`config.mk`:
```
export PLATFORM = sky130hd
export DESIGN_NAME = first_fit_contiguous_slot_allocator
export DESIGN_NICKNAME = d
export VERILOG_FILES = /design/src/rtl/core/ffca_pkg.sv /design/src/rtl/core/ffca_range_mask.sv /design/src/rtl/core/first_fit_contiguous_slot_allocator.sv
export SDC_FILE = /design/constraint.sdc
export NUM_CORES = 2
export LEC_CHECK = 0
export BUFFER_PORTS_ARGS = -buffer_cell sky130_fd_sc_hd__buf_4
export CORE_MARGIN = 5
export CORE_UTILIZATION = 45
export DETAILED_ROUTE_END_ITERATION = 10
export PLACE_DENSITY = 0.67
export SYNTH_ARGS = -nofsm -noshare
export SYNTH_HDL_FRONTEND = slang
export SYNTH_SLANG_ARGS = --single-unit
```
`constraint.sdc`:
```
create_clock -name clk_i -period 7.66 [get_ports clk_i]
set_input_delay 0.383 -clock clk_i [delete_from_list [all_inputs] [get_ports clk_i]]
set_output_delay 0.383 -clock clk_i [all_outputs]
set_load 0.02 [all_outputs]
```
`src/rtl/core/ffca_pkg.sv`:
```
// Shared constants for the first-fit contiguous slot allocator.
package ffca_pkg;

  localparam int unsigned FIELD_W       = 11;
  localparam int unsigned CNT_W         = 32;
  localparam int unsigned WORD_W        = 16;
  localparam int unsigned BIT_W         = 4;
  localparam int unsigned DEF_MAX_SLOTS = 1024;
  localparam int unsigned DEF_SEATS     = 1024;

  localparam logic CMD_ALLOC = 1'b0;
  localparam logic CMD_FREE  = 1'b1;

endpackage

```
`src/rtl/core/ffca_range_mask.sv`:
```
// Bit mask of the slots of one bitmap word that fall inside a slot range.
module ffca_range_mask #(
  parameter int unsigned SW = 11,
  parameter int unsigned AW = 6
) (
  input  logic [AW-1:0]              word_i,
  input  logic [SW-1:0]              first_i,
  input  logic [SW-1:0]              last_i,
  output logic [ffca_pkg::WORD_W-1:0] mask_o
);
  import ffca_pkg::*;

  logic [31:0] base;
  logic [31:0] slot [WORD_W];

  always_comb begin
    base = 32'(word_i) << BIT_W;
    for (int i = 0; i < int'(WORD_W); i++) begin
      slot[i]   = base + 32'(i) + 32'd1;
      mask_o[i] = (slot[i] >= 32'(first_i)) && (slot[i] <= 32'(last_i));
    end
  end

endmodule

```
`src/rtl/core/first_fit_contiguous_slot_allocator.sv`:
```
// Top level of the first-fit contiguous slot allocator.
// A request is taken when start_i is high, busy_o is low and seat_count_we_i
// is low. cmd_i selects allocate (find the leftmost run of run_length_i free
// slots and take it) or free (release range_first_i to range_last_i, clipped
// to the slot row). Each request gives one result: done_o is high for exactly
// one cycle with granted_o, start_slot_o and reject_total_o valid; the receiver
// cannot stall. Slot state lives in a bitmap memory of 16-bit words with one
// read and one write port. An allocate scans one slot per cycle, pausing at
// each word for the registered read in S_SCAN_RD, then reads and writes back
// each word that the run covers (S_FILL_RD, S_FILL_WR).
// A free reads and writes back each word of the clipped range in the same way.
// A zero run length or an empty free range finishes straight from idle.
// Reset and every write of seat_count_i taken while idle start a clearing pass
// over all ceil(MAX_SLOTS / 16) words that marks all slots free; busy_o is high
// meanwhile. seat_count_i of zero is taken as one, above MAX_SLOTS as
// MAX_SLOTS. Refused allocates increment a saturating 32-bit reject count.
module first_fit_contiguous_slot_allocator #(
  parameter int unsigned MAX_SLOTS = ffca_pkg::DEF_MAX_SLOTS
) (
  input  logic                          clk_i,
  input  logic                          rst_ni,
  input  logic                          start_i,
  output logic                          busy_o,
  input  logic                          cmd_i,
  input  logic [ffca_pkg::FIELD_W-1:0]  run_length_i,
  input  logic [ffca_pkg::FIELD_W-1:0]  range_first_i,
  input  logic [ffca_pkg::FIELD_W-1:0]  range_last_i,
  input  logic                          seat_count_we_i,
  input  logic [ffca_pkg::FIELD_W-1:0]  seat_count_i,
  output logic                          done_o,
  output logic                          granted_o,
  output logic [ffca_pkg::FIELD_W-1:0]  start_slot_o,
  output logic [ffca_pkg::CNT_W-1:0]    reject_total_o
);
  import ffca_pkg::*;

  localparam int unsigned SW = $clog2(MAX_SLOTS + 1);
  localparam int unsigned CW = SW + 1;
  localparam int unsigned NW = (MAX_SLOTS + WORD_W - 1) / WORD_W;
  localparam int unsigned AW = (NW > 1) ? $clog2(NW) : 1;
  localparam logic [AW-1:0] LAST_WORD = AW'(NW - 1);

  typedef enum logic [5:0] {
    S_CLEAR    = 6'b000001,
    S_IDLE     = 6'b000010,
    S_SCAN_RD  = 6'b000100,
    S_SCAN_BIT = 6'b001000,
    S_FILL_RD  = 6'b010000,
    S_FILL_WR  = 6'b100000
  } state_e;

  state_e              state_q, state_d;
  logic [SW-1:0]       seat_q, seat_d;
  logic [CW-1:0]       s_q, s_d;
  logic [CW-1:0]       run_q, run_d;
  logic [SW-1:0]       cand_q, cand_d;
  logic [SW-1:0]       a_q, a_d;
  logic [SW-1:0]       b_q, b_d;
  logic [AW-1:0]       w_q, w_d;
  logic [AW-1:0]       wb_q, wb_d;
  logic                cmd_q, cmd_d;
  logic [FIELD_W-1:0]  len_q, len_d;
  logic                done_q, done_d;
  logic                granted_q, granted_d;
  logic [SW-1:0]       start_q, start_d;
  logic [CNT_W-1:0]    reject_q, reject_d;

  logic [WORD_W-1:0]   mem [NW];
  logic [WORD_W-1:0]   rdata_q;
  logic                mem_we, mem_re;
  logic [AW-1:0]       mem_waddr, mem_raddr;
  logic [WORD_W-1:0]   mem_wdata;
  logic [WORD_W-1:0]   mask;

  logic [SW-1:0]       scan_idx;
  logic [BIT_W-1:0]    scan_bit;
  logic [31:0]         free_a, free_b, seat_clip;
  logic [SW-1:0]       cand_cur;
  logic [SW-1:0]       idx_a, idx_b;

  ffca_range_mask #(
    .SW (SW),
    .AW (AW)
  ) u_mask (
    .word_i  (w_q),
    .first_i (a_q),
    .last_i  (b_q),
    .mask_o  (mask)
  );

  always_ff @(posedge clk_i) begin
    if (mem_we) begin
      mem[mem_waddr] <= mem_wdata;
    end
    if (mem_re) begin
      rdata_q <= mem[mem_raddr];
    end
  end

  always_comb begin
    scan_idx = SW'(s_q - CW'(1));
    scan_bit = BIT_W'(scan_idx);
    cand_cur = (run_q == '0) ? SW'(s_q) : cand_q;

    seat_clip = 32'(seat_count_i);
    if (seat_clip == 32'd0) begin
      seat_clip = 32'd1;
    end
    if (seat_clip > 32'(MAX_SLOTS)) begin
      seat_clip = 32'(MAX_SLOTS);
    end

    free_a = (range_first_i == '0) ? 32'd1 : 32'(range_first_i);
    free_b = (32'(range_last_i) > 32'(seat_q)) ? 32'(seat_q) : 32'(range_last_i);
    idx_a  = SW'(free_a - 32'd1);
    idx_b  = SW'(free_b - 32'd1);

    state_d   = state_q;
    seat_d    = seat_q;
    s_d       = s_q;
    run_d     = run_q;
    cand_d    = cand_q;
    a_d       = a_q;
    b_d       = b_q;
    w_d       = w_q;
    wb_d      = wb_q;
    cmd_d     = cmd_q;
    len_d     = len_q;
    done_d    = 1'b0;
    granted_d = granted_q;
    start_d   = start_q;
    reject_d  = reject_q;
    mem_we    = 1'b0;
    mem_re    = 1'b0;
    mem_waddr = w_q;
    mem_raddr = w_q;
    mem_wdata = '0;

    unique case (state_q)
      S_CLEAR: begin
        mem_we = 1'b1;
        w_d    = w_q + AW'(1);
        if (w_q == LAST_WORD) begin
          w_d     = '0;
          state_d = S_IDLE;
        end
      end
      S_IDLE: begin
        if (seat_count_we_i) begin
          seat_d  = SW'(seat_clip);
          w_d     = '0;
          state_d = S_CLEAR;
        end else if (start_i) begin
          cmd_d = cmd_i;
          len_d = run_length_i;
          if (cmd_i == CMD_ALLOC) begin
            if (run_length_i == '0) begin
              done_d    = 1'b1;
              granted_d = 1'b1;
              start_d   = SW'(1);
            end else begin
              s_d     = CW'(1);
              run_d   = '0;
              state_d = S_SCAN_RD;
            end
          end else begin
            granted_d = 1'b1;
            start_d   = '0;
            if (free_a > free_b) begin
              done_d = 1'b1;
            end else begin
              a_d     = SW'(free_a);
              b_d     = SW'(free_b);
              w_d     = AW'(idx_a >> BIT_W);
              wb_d    = AW'(idx_b >> BIT_W);
              state_d = S_FILL_RD;
            end
          end
        end
      end
      S_SCAN_RD: begin
        mem_re    = 1'b1;
        mem_raddr = AW'(scan_idx >> BIT_W);
        state_d   = S_SCAN_BIT;
      end
      S_SCAN_BIT: begin
        if (32'(s_q) > 32'(seat_q)) begin
          done_d    = 1'b1;
          granted_d = 1'b0;
          start_d   = '0;
          if (reject_q != '1) begin
            reject_d = reject_q + CNT_W'(1);
          end
          state_d = S_IDLE;
        end else if (!rdata_q[scan_bit]) begin
          cand_d = cand_cur;
          run_d  = run_q + CW'(1);
          if (32'(run_q) + 32'd1 == 32'(len_q)) begin
            granted_d = 1'b1;
            start_d   = cand_cur;
            a_d       = cand_cur;
            b_d       = SW'(s_q);
            w_d       = AW'(SW'(cand_cur - SW'(1)) >> BIT_W);
            wb_d      = AW'(scan_idx >> BIT_W);
            state_d   = S_FILL_RD;
          end else begin
            s_d = s_q + CW'(1);
            if (scan_bit == '1) begin
              state_d = S_SCAN_RD;
            end
          end
        end else begin
          run_d = '0;
          s_d   = s_q + CW'(1);
          if (scan_bit == '1) begin
            state_d = S_SCAN_RD;
          end
        end
      end
      S_FILL_RD: begin
        mem_re    = 1'b1;
        mem_raddr = w_q;
        state_d   = S_FILL_WR;
      end
      S_FILL_WR: begin
        mem_we    = 1'b1;
        mem_waddr = w_q;
        mem_wdata = (cmd_q == CMD_FREE) ? (rdata_q & ~mask) : (rdata_q | mask);
        if (w_q == wb_q) begin
          done_d  = 1'b1;
          state_d = S_IDLE;
        end else begin
          w_d     = w_q + AW'(1);
          state_d = S_FILL_RD;
        end
      end
      default: begin
        state_d = S_CLEAR;
      end
    endcase
  end

  always_ff @(posedge clk_i or negedge rst_ni) begin
    if (!rst_ni) begin
      state_q   <= S_CLEAR;
      seat_q    <= SW'(DEF_SEATS > MAX_SLOTS ? MAX_SLOTS : DEF_SEATS);
      w_q       <= '0;
      done_q    <= 1'b0;
      granted_q <= 1'b0;
      start_q   <= '0;
      reject_q  <= '0;
    end else begin
      state_q   <= state_d;
      seat_q    <= seat_d;
      w_q       <= w_d;
      done_q    <= done_d;
      granted_q <= granted_d;
      start_q   <= start_d;
      reject_q  <= reject_d;
    end
  end

  always_ff @(posedge clk_i) begin
    s_q    <= s_d;
    run_q  <= run_d;
    cand_q <= cand_d;
    a_q    <= a_d;
    b_q    <= b_d;
    wb_q   <= wb_d;
    cmd_q  <= cmd_d;
    len_q  <= len_d;
  end

  assign busy_o         = (state_q != S_IDLE);
  assign done_o         = done_q;
  assign granted_o      = granted_q;
  assign start_slot_o   = FIELD_W'(start_q);
  assign reject_total_o = reject_q;

  a_done_after_work: assert property (@(posedge clk_i) disable iff (!rst_ni)
    done_q |-> $past(state_q != S_CLEAR))
    else $error("Result issued during the clearing pass.");

  a_refusal_has_no_slot: assert property (@(posedge clk_i) disable iff (!rst_ni)
    (done_q && !granted_q) |-> (start_q == '0) && (reject_q != '0))
    else $error("Refused request carries a slot or an empty reject count.");

  a_grant_in_row: assert property (@(posedge clk_i) disable iff (!rst_ni)
    (done_q && granted_q && start_q != '0) |-> (start_q <= seat_q))
    else $error("Granted slot lies beyond the slot row.");

  a_accept_goes_busy: assert property (@(posedge clk_i) disable iff (!rst_ni)
    (start_i && !busy_o && !seat_count_we_i && !done_d) |=> busy_o)
    else $error("Long request did not raise busy.");

  a_reject_monotonic: assert property (@(posedge clk_i) disable iff (!rst_ni)
    !$stable(reject_q) |-> (done_q && !granted_q))
    else $error("Reject count changed without a refusal.");

endmodule
```
-- Word level (Yosys, flattened, before mapping)
Memory sizes are Yosys's and may differ from the RTL's. A register that Yosys moved wholly into a read port is not among the register bits.
Index checks and enable logic that the tools add are counted.
Widths: inputs -> output; s select.
- bits in writable memories: 1024
- register bits: 143
- logic and storage cells: 261
- memories: 1
- bitwise logic cells: 6
- $add $sub $neg: 39
- order comparisons: 37
- eq/ne operators: 32
- multiplexer cells: 97
- reduce and logical (&&, ||, !) cells: 34
- memory list (memory ; depth ; width ; rd ports ; clocked after memory_dff ; wr ports ; RTL line ; RTL):
    mem ; 64 ; 16 ; 1 ; 1 ; 1 ; first_fit_contiguous_slot_allocator.sv:68 ; logic [WORD_W-1:0] mem [NW];
- operator list (kind ; number):
    $add 32x1->32 const B ; 16
    $ge 32x11->1 ; 16
    $le 32x11->1 ; 16
    $mux 11 ; 24
    $mux 6 ; 27
    $mux 12 ; 13
    $add 10x4->11 const B ; 8
    $pmux 11 s2 ; 3
    $pmux 12 s2 ; 2
    $add 10x3->11 const B ; 4
    $sub 10x1->10 const B ; 4
    $pmux 6 s6 ; 1
    $logic_not 11->1 ; 3
    $gt 32x11->1 const B ; 1
    $mux 16 ; 2
    $ne 32x32->1 const B ; 1
    $add 12x1->12 const B ; 2
    $pmux 6 s4 ; 1
    $add 10x2->11 const B ; 2
    $gt 11x11->1 ; 2
    $ne 2x2->1 const B ; 11
    $ne 3x3->1 const B ; 7
    $mux 1 ; 19
    $and 16x16->16 ; 1
    other kinds (35) ; 59

-- Logic depth before layout (Yosys ltp)
- depth in word-level cells: 8
- gate-level depth with buffers: 21
- mapped depth without buffers: 19

-- By module
A second synthesis with hierarchy kept.
- cells, all modules: 3880
- area, all modules: 51079.0 um2
- modules (own cells, without submodules) (module ; instances ; area an instance (um2) ; cells each ; sequential area each (um2)):
    first_fit_contiguous_slot_allocator ; 1 ; 49784.0 ; 3699 ; 35186.2
    ffca_range_mask ; 1 ; 1295.0 ; 181 ; 0.0

-- Least setup slack after synthesis
Ideal clock, no wire load.
- path kind: reg2reg
- from: register w_q[0], in the netlist mem_waddr[0]
- to: memory mem[0][14] (data pin)
- data arrival time: 5.009 ns
- data required time: 6.893 ns
- clock period less this slack: 5.776 ns
- setup slack: 1.884 ns
- setup time: 0.767 ns
- stages on the path, launching flop included: 9
- cell sequence: dfrtp_1 buf_1 inv_1 ha_1 or3_1 clkbuf_1 o32ai_1 a21oi_1 a311oi_1
- cells in the longest elaborated chain, start to end: 8
- ends and longest elaborated chain (item ; RTL line ; RTL):
    start, declared ; first_fit_contiguous_slot_allocator.sv:59 ; logic [AW-1:0] w_q, w_d;
    start signal, assigned ; first_fit_contiguous_slot_allocator.sv:255 ; w_q <= w_d;
    $add 10x4->11 * ; ffca_range_mask.sv:19 ; slot[i] = base + 32'(i) + 32'd1;
    $add 32x1->32 * ; ffca_range_mask.sv:19 ;
    $ge 32x11->1 / $le 32x11->1 (equally long branches) ; ffca_range_mask.sv:20 ; mask_o[i] = (slot[i] >= 32'(first_i)) && (slot[i] <= 32'(last_i));
    $logic_and 1x1->1 * ; ffca_range_mask.sv:20 ;
    $not 16->16 ; first_fit_contiguous_slot_allocator.sv:228 ; mem_wdata = (cmd_q == CMD_FREE) ? (rdata_q & ~mask) : (rdata_q | mask);
    $and 16x16->16 ; first_fit_contiguous_slot_allocator.sv:228 ;
    $mux 16 * ; first_fit_contiguous_slot_allocator.sv:228 ;
    $mux 16 * ; first_fit_contiguous_slot_allocator.sv:139 ; unique case (state_q)
    net mem_wdata[14] ; first_fit_contiguous_slot_allocator.sv:72 ; logic [WORD_W-1:0] mem_wdata;
    end, declared ; first_fit_contiguous_slot_allocator.sv:68 ;
The timed path passes the listed nets; every way through them passes the cells marked *.

-- Worst setup path after layout
- from: register s_q[0]
- to: register rdata_q[3], read port of mem (data pin)
- cells in the longest elaborated chain, start to end: 2
- ends and longest elaborated chain (item ; RTL line ; RTL):
    start, declared ; first_fit_contiguous_slot_allocator.sv:54 ; logic [CW-1:0] s_q, s_d;
    start signal, assigned ; first_fit_contiguous_slot_allocator.sv:264 ; s_q <= s_d;
    $sub 10x1->10 ; first_fit_contiguous_slot_allocator.sv:101 ; scan_idx = SW'(s_q - CW'(1));
    $mux 6 ; first_fit_contiguous_slot_allocator.sv:139 ;
    end, declared ; first_fit_contiguous_slot_allocator.sv:69 ; logic [WORD_W-1:0] rdata_q;
No other way between the ends.
A chain may end at the register's enable or synchronous reset.

==> impl_metrics.yaml <==
setup_path:
  cp_max_fo: 72
  r2r-start: "s_q[0]"
  crit_arrival_ns: 5.90
  reg2reg_slack_ns: 2.35
  r2r_cells: 13
  cp_slowest_cell: "nor4b_1"
  path_cells: "inv_1 -> ha_1 -> nor3b_1 -> xor2_1 -> buf_4 -> a21boi_4 -> buf_4 -> buf_4 -> nand2_1 -> nand3_1 -> a21oi_1 -> nor4b_1 -> or4_1"
  crit_path_start: "s_q[0]"
  worstSetupEndpointType: "register"
  path_class: "register to register"
  startpoint_type: "register"
  crit_top_cell: "buf_4"
  critPathRequiredTime_ns: 8.25
  path_buf_inv: 4
  r2r_end: "rdata_q[3]"
  cp_top_family: "simple AND/OR/NAND/NOR gates"
  slowest_delay_ns: 1.24
global_route:
  antenna_found_initial: 2
  grt_pass1_wl_mm: 216
  gr-usage-all-layers: 0.235
  grt_pass1_vias: 32715
  grt_max_degree: 143
  grt-ovfl-total: 0
pwr:
  power_frac_clock: 0.283
  switching_power_uw: 7270
  seqPwrFrac: 0.389
  leakagePower_uw: 0.0209
  p_per_area_mw_per_mm2: 340
  power_frac_comb: 0.328
  switching_share: 0.371
  peakVddDrop_mv: 0.291
  p_int_uw: 12300
clock_tree:
  cts.htree.levels: 3
  numCtsBuffers: 117
  cts_setup_buffers: 0
  root_buffer: "clkbuf_16"
  cts_tree: "built"
  max-clock-path-buffers: 3
  clk_latency_ns: 0.73
  path_clk_slew_ns: 0.06
  clock-sinks: 1183
final_layout:
  antennaDiodeCount: 0
  synthToLayoutAreaGrowth_pct: 12.4
  multiInputGateArea_mm2: 0.0148
  fillers: 9498
  regArea_mm2: 0.0352
  fin_nets: 4373
  layout-drive-gt1-share: 0.103
logic_synthesis:
  ys_warn_count: 0
  synth.avg_cell_area_um2: 12.4
  synth_edf_count: 1115
  syn_nets: 4259
  netlist_instances: 4143
  ys_seq_area_frac: 0.687
  syn_area_mm2: 0.0512
  synth.distinct_cells: 89
  async_flop_share: 0.0575
  ys_ff_latch: 1183
  synth-main-ff-cell: "edfxtp_1"
timing:
  rsz0062_at_grt: "no"
  finalHoldViolCount: 0
  finalCritPeriodShare: 0.694
  slew_headroom: 0.00311
  tightest_slew_ns: 1.47
  drv_slew: 0
  finalSetupTns_ns: 0
  setup_viol: 0
  min_period_ns: 5.31
  fmax_ghz: 0.188
  hold_ws_ns: 0.0235
  finClkSkew_ns: 0.0644
placement:
  place_hpwl_mm: 90.6
  gp_congestion: 0.917
  io_buffers: 94
detailed_routing:
  initialDrtViolationCount: 3820
  detail-route-antenna-nets: 0
  wl_per_cell_um: 25.1
  first_pass_iters: 6
  route.detailed.drc: 0
  vias_per_cell: 5.90
  totalWireLength_mm: 147
  vias: 34507
worst_hold_path:
  holdPathStages: 3
  min_to: "seat_q[4]"
  hold_path_class: "input pin to register"
  hp-start: "seat_count_i[4]"
status:
  status: "complete, but fails checks"
  violations: "capacitance limit"
die:
  pin_count: 95
  core_area_mm2: 0.113
  initial_core_util: 0.454
  dieArea_mm2: 0.121
  die_h_um: 347
  rows: 123
  die_w_um: 347
flow_run:
  cap_violations: 1
-- synthesized netlist by cell type (all sizes together), types with 7 or more instances --
| cell type | count | share of area |
|---|---|---|
| nor4b | 7 | 0.0012 |
| nand2 | 986 | 0.072 |
| xnor2 | 48 | 0.0082 |
| or4b | 7 | 0.0014 |
| a21o | 20 | 0.0029 |
| or4bb | 7 | 0.0015 |
| buf | 176 | 0.021 |
| nor4 | 34 | 0.0043 |
| nand2b | 22 | 0.0027 |
| clkbuf | 65 | 0.0048 |
| nor3 | 46 | 0.0046 |
| edfxtp | 1115 | 0.65 |
| dfrtp | 66 | 0.032 |
| and3 | 15 | 0.0018 |
| mux2i | 116 | 0.023 |
| or2 | 10 | 0.0012 |
| a31oi | 51 | 0.0065 |
| a21oi | 221 | 0.022 |
| or4 | 9 | 0.0014 |
| ha | 67 | 0.016 |
| o21ai | 66 | 0.0064 |
| a32oi | 48 | 0.0082 |
| a211oi | 8 | 0.0013 |
| nor2 | 198 | 0.016 |
| or3 | 14 | 0.0017 |
| inv | 59 | 0.0043 |
| o21a | 10 | 0.0015 |
| xor2 | 32 | 0.0055 |
| a22oi | 8 | 0.0012 |
| nor2b | 17 | 0.0021 |
| nand4 | 36 | 0.0044 |
| nand3 | 438 | 0.043 |
| o22ai | 14 | 0.0017 |
| and2 | 8 | 0.00098 |
| nand3b | 10 | 0.0015 |
| o2bb2ai | 11 | 0.0020 |
-- metrics by stage --
step	area, um^2	power (uW)	std cells	worst slack (ns)	utilization
floorplan	51200	11800	4143	1.88	-
global placement	53800	14000	5618	2.56	0.477
detailed placement	53800	14000	5618	2.55	0.477
CTS	57600	19600	5850	2.57	0.511
global route	57600	20300	5850	2.17	0.511
finish	57600	19600	5850	2.35	0.511
-- final cells by class --
type                       instances  area share
sequential                      1183       0.611
multi-input combinational       2659       0.257
clock buffer                     145      0.0530
timing repair buffer             236      0.0327
tap                             1500      0.0326
clock inverter                    67      0.0105
inverter                          60     0.00391
-- worst max path at each step --
stage	endpoint	slack, ns	cells past startpoint
3_3_place_gp	mem_waddr[1]	2.56	18
3_5_place_dp	mem_waddr[1]	2.55	18
2_1_floorplan	mem[0][14]	1.88	8
6_report	rdata_q[3]	2.35	13
5_1_grt	rdata_q[3]	2.17	13
4_1_cts	mem_waddr[1]	2.57	18
-- state kept, by name, summed over array words and instances (netlist names), 11 cells and up --
name / flops
mem: 1024
cand_q: 11
a_q: 11
run_q: 12
reject_total_o: 32
len_q: 11
s_q: 12
start_slot_o: 11
seat_q: 11
b_q: 11
rdata_q: 16
-- worst min-delay path, delay by kind of cell --
kind,cells,cell delay [ns]
buffers and inverters,1,0.11
AND/OR/NAND/NOR,1,0.08
AO/OA/AOI/OAI,1,0.07
-- metal layers --
metal | global-route usage | routed length [um] | vias up
met3 | 0.0441 | 14200 | 342
met5 | 0 | 8 | -
li1 | - | - | 15380
met2 | 0.361 | 65800 | 1777
met4 | 0.110 | 7830 | 2
met1 | 0.328 | 58900 | 17006
-- cell families after synthesis --
logic type / after synthesis / synth area share
XOR/XNOR: 84 / 0.0154
AND/OR/NAND/NOR: 1880 / 0.165
flip-flops: 1183 / 0.687
buffers and inverters: 301 / 0.0299
AO/OA/AOI/OAI: 501 / 0.0611
multiplexers: 126 / 0.0257
adder cells (fa/ha/maj): 68 / 0.0166
-- timing repair --
action                                 CTS  global route
gates resized for setup                  0             0
endpoints found under the hold margin   85             0
hold buffers                            20             0
-- cells in the final DEF (no fill, tap or decap), types with 20 or more instances in the layout --
cell type         n
a32oi_1          48
clkinv_1         30
inv_1            59
mux2i_1         116
nand3_1         437
clkbuf_16       118
buf_4           211
nor2_1          181
clkbuf_1         27
a31oi_1          49
edfxtp_1       1115
nor4_1           33
nand4_1          36
ha_1             67
nor3_1           43
a21o_1           20
xnor2_1          48
nand2b_1         22
nand2_1         983
a21oi_1         214
xor2_1           32
dlygate4sd3_1    20
o21ai_0          61
dfrtp_1          66
-- power groups by stage --
stage / registers [uW] / clock network, uW / logic [uW]
6_report: 7620 / 5550 / 6420
5_1_grt: 7640 / 5870 / 6830
4_1_cts: 7620 / 5620 / 6330
3_5_place_dp: 7750 / 0 / 6290
3_3_place_gp: 7740 / 0 / 6260
2_1_floorplan: 7670 / 0 / 4140
Power figures use the tool's default switching activity.
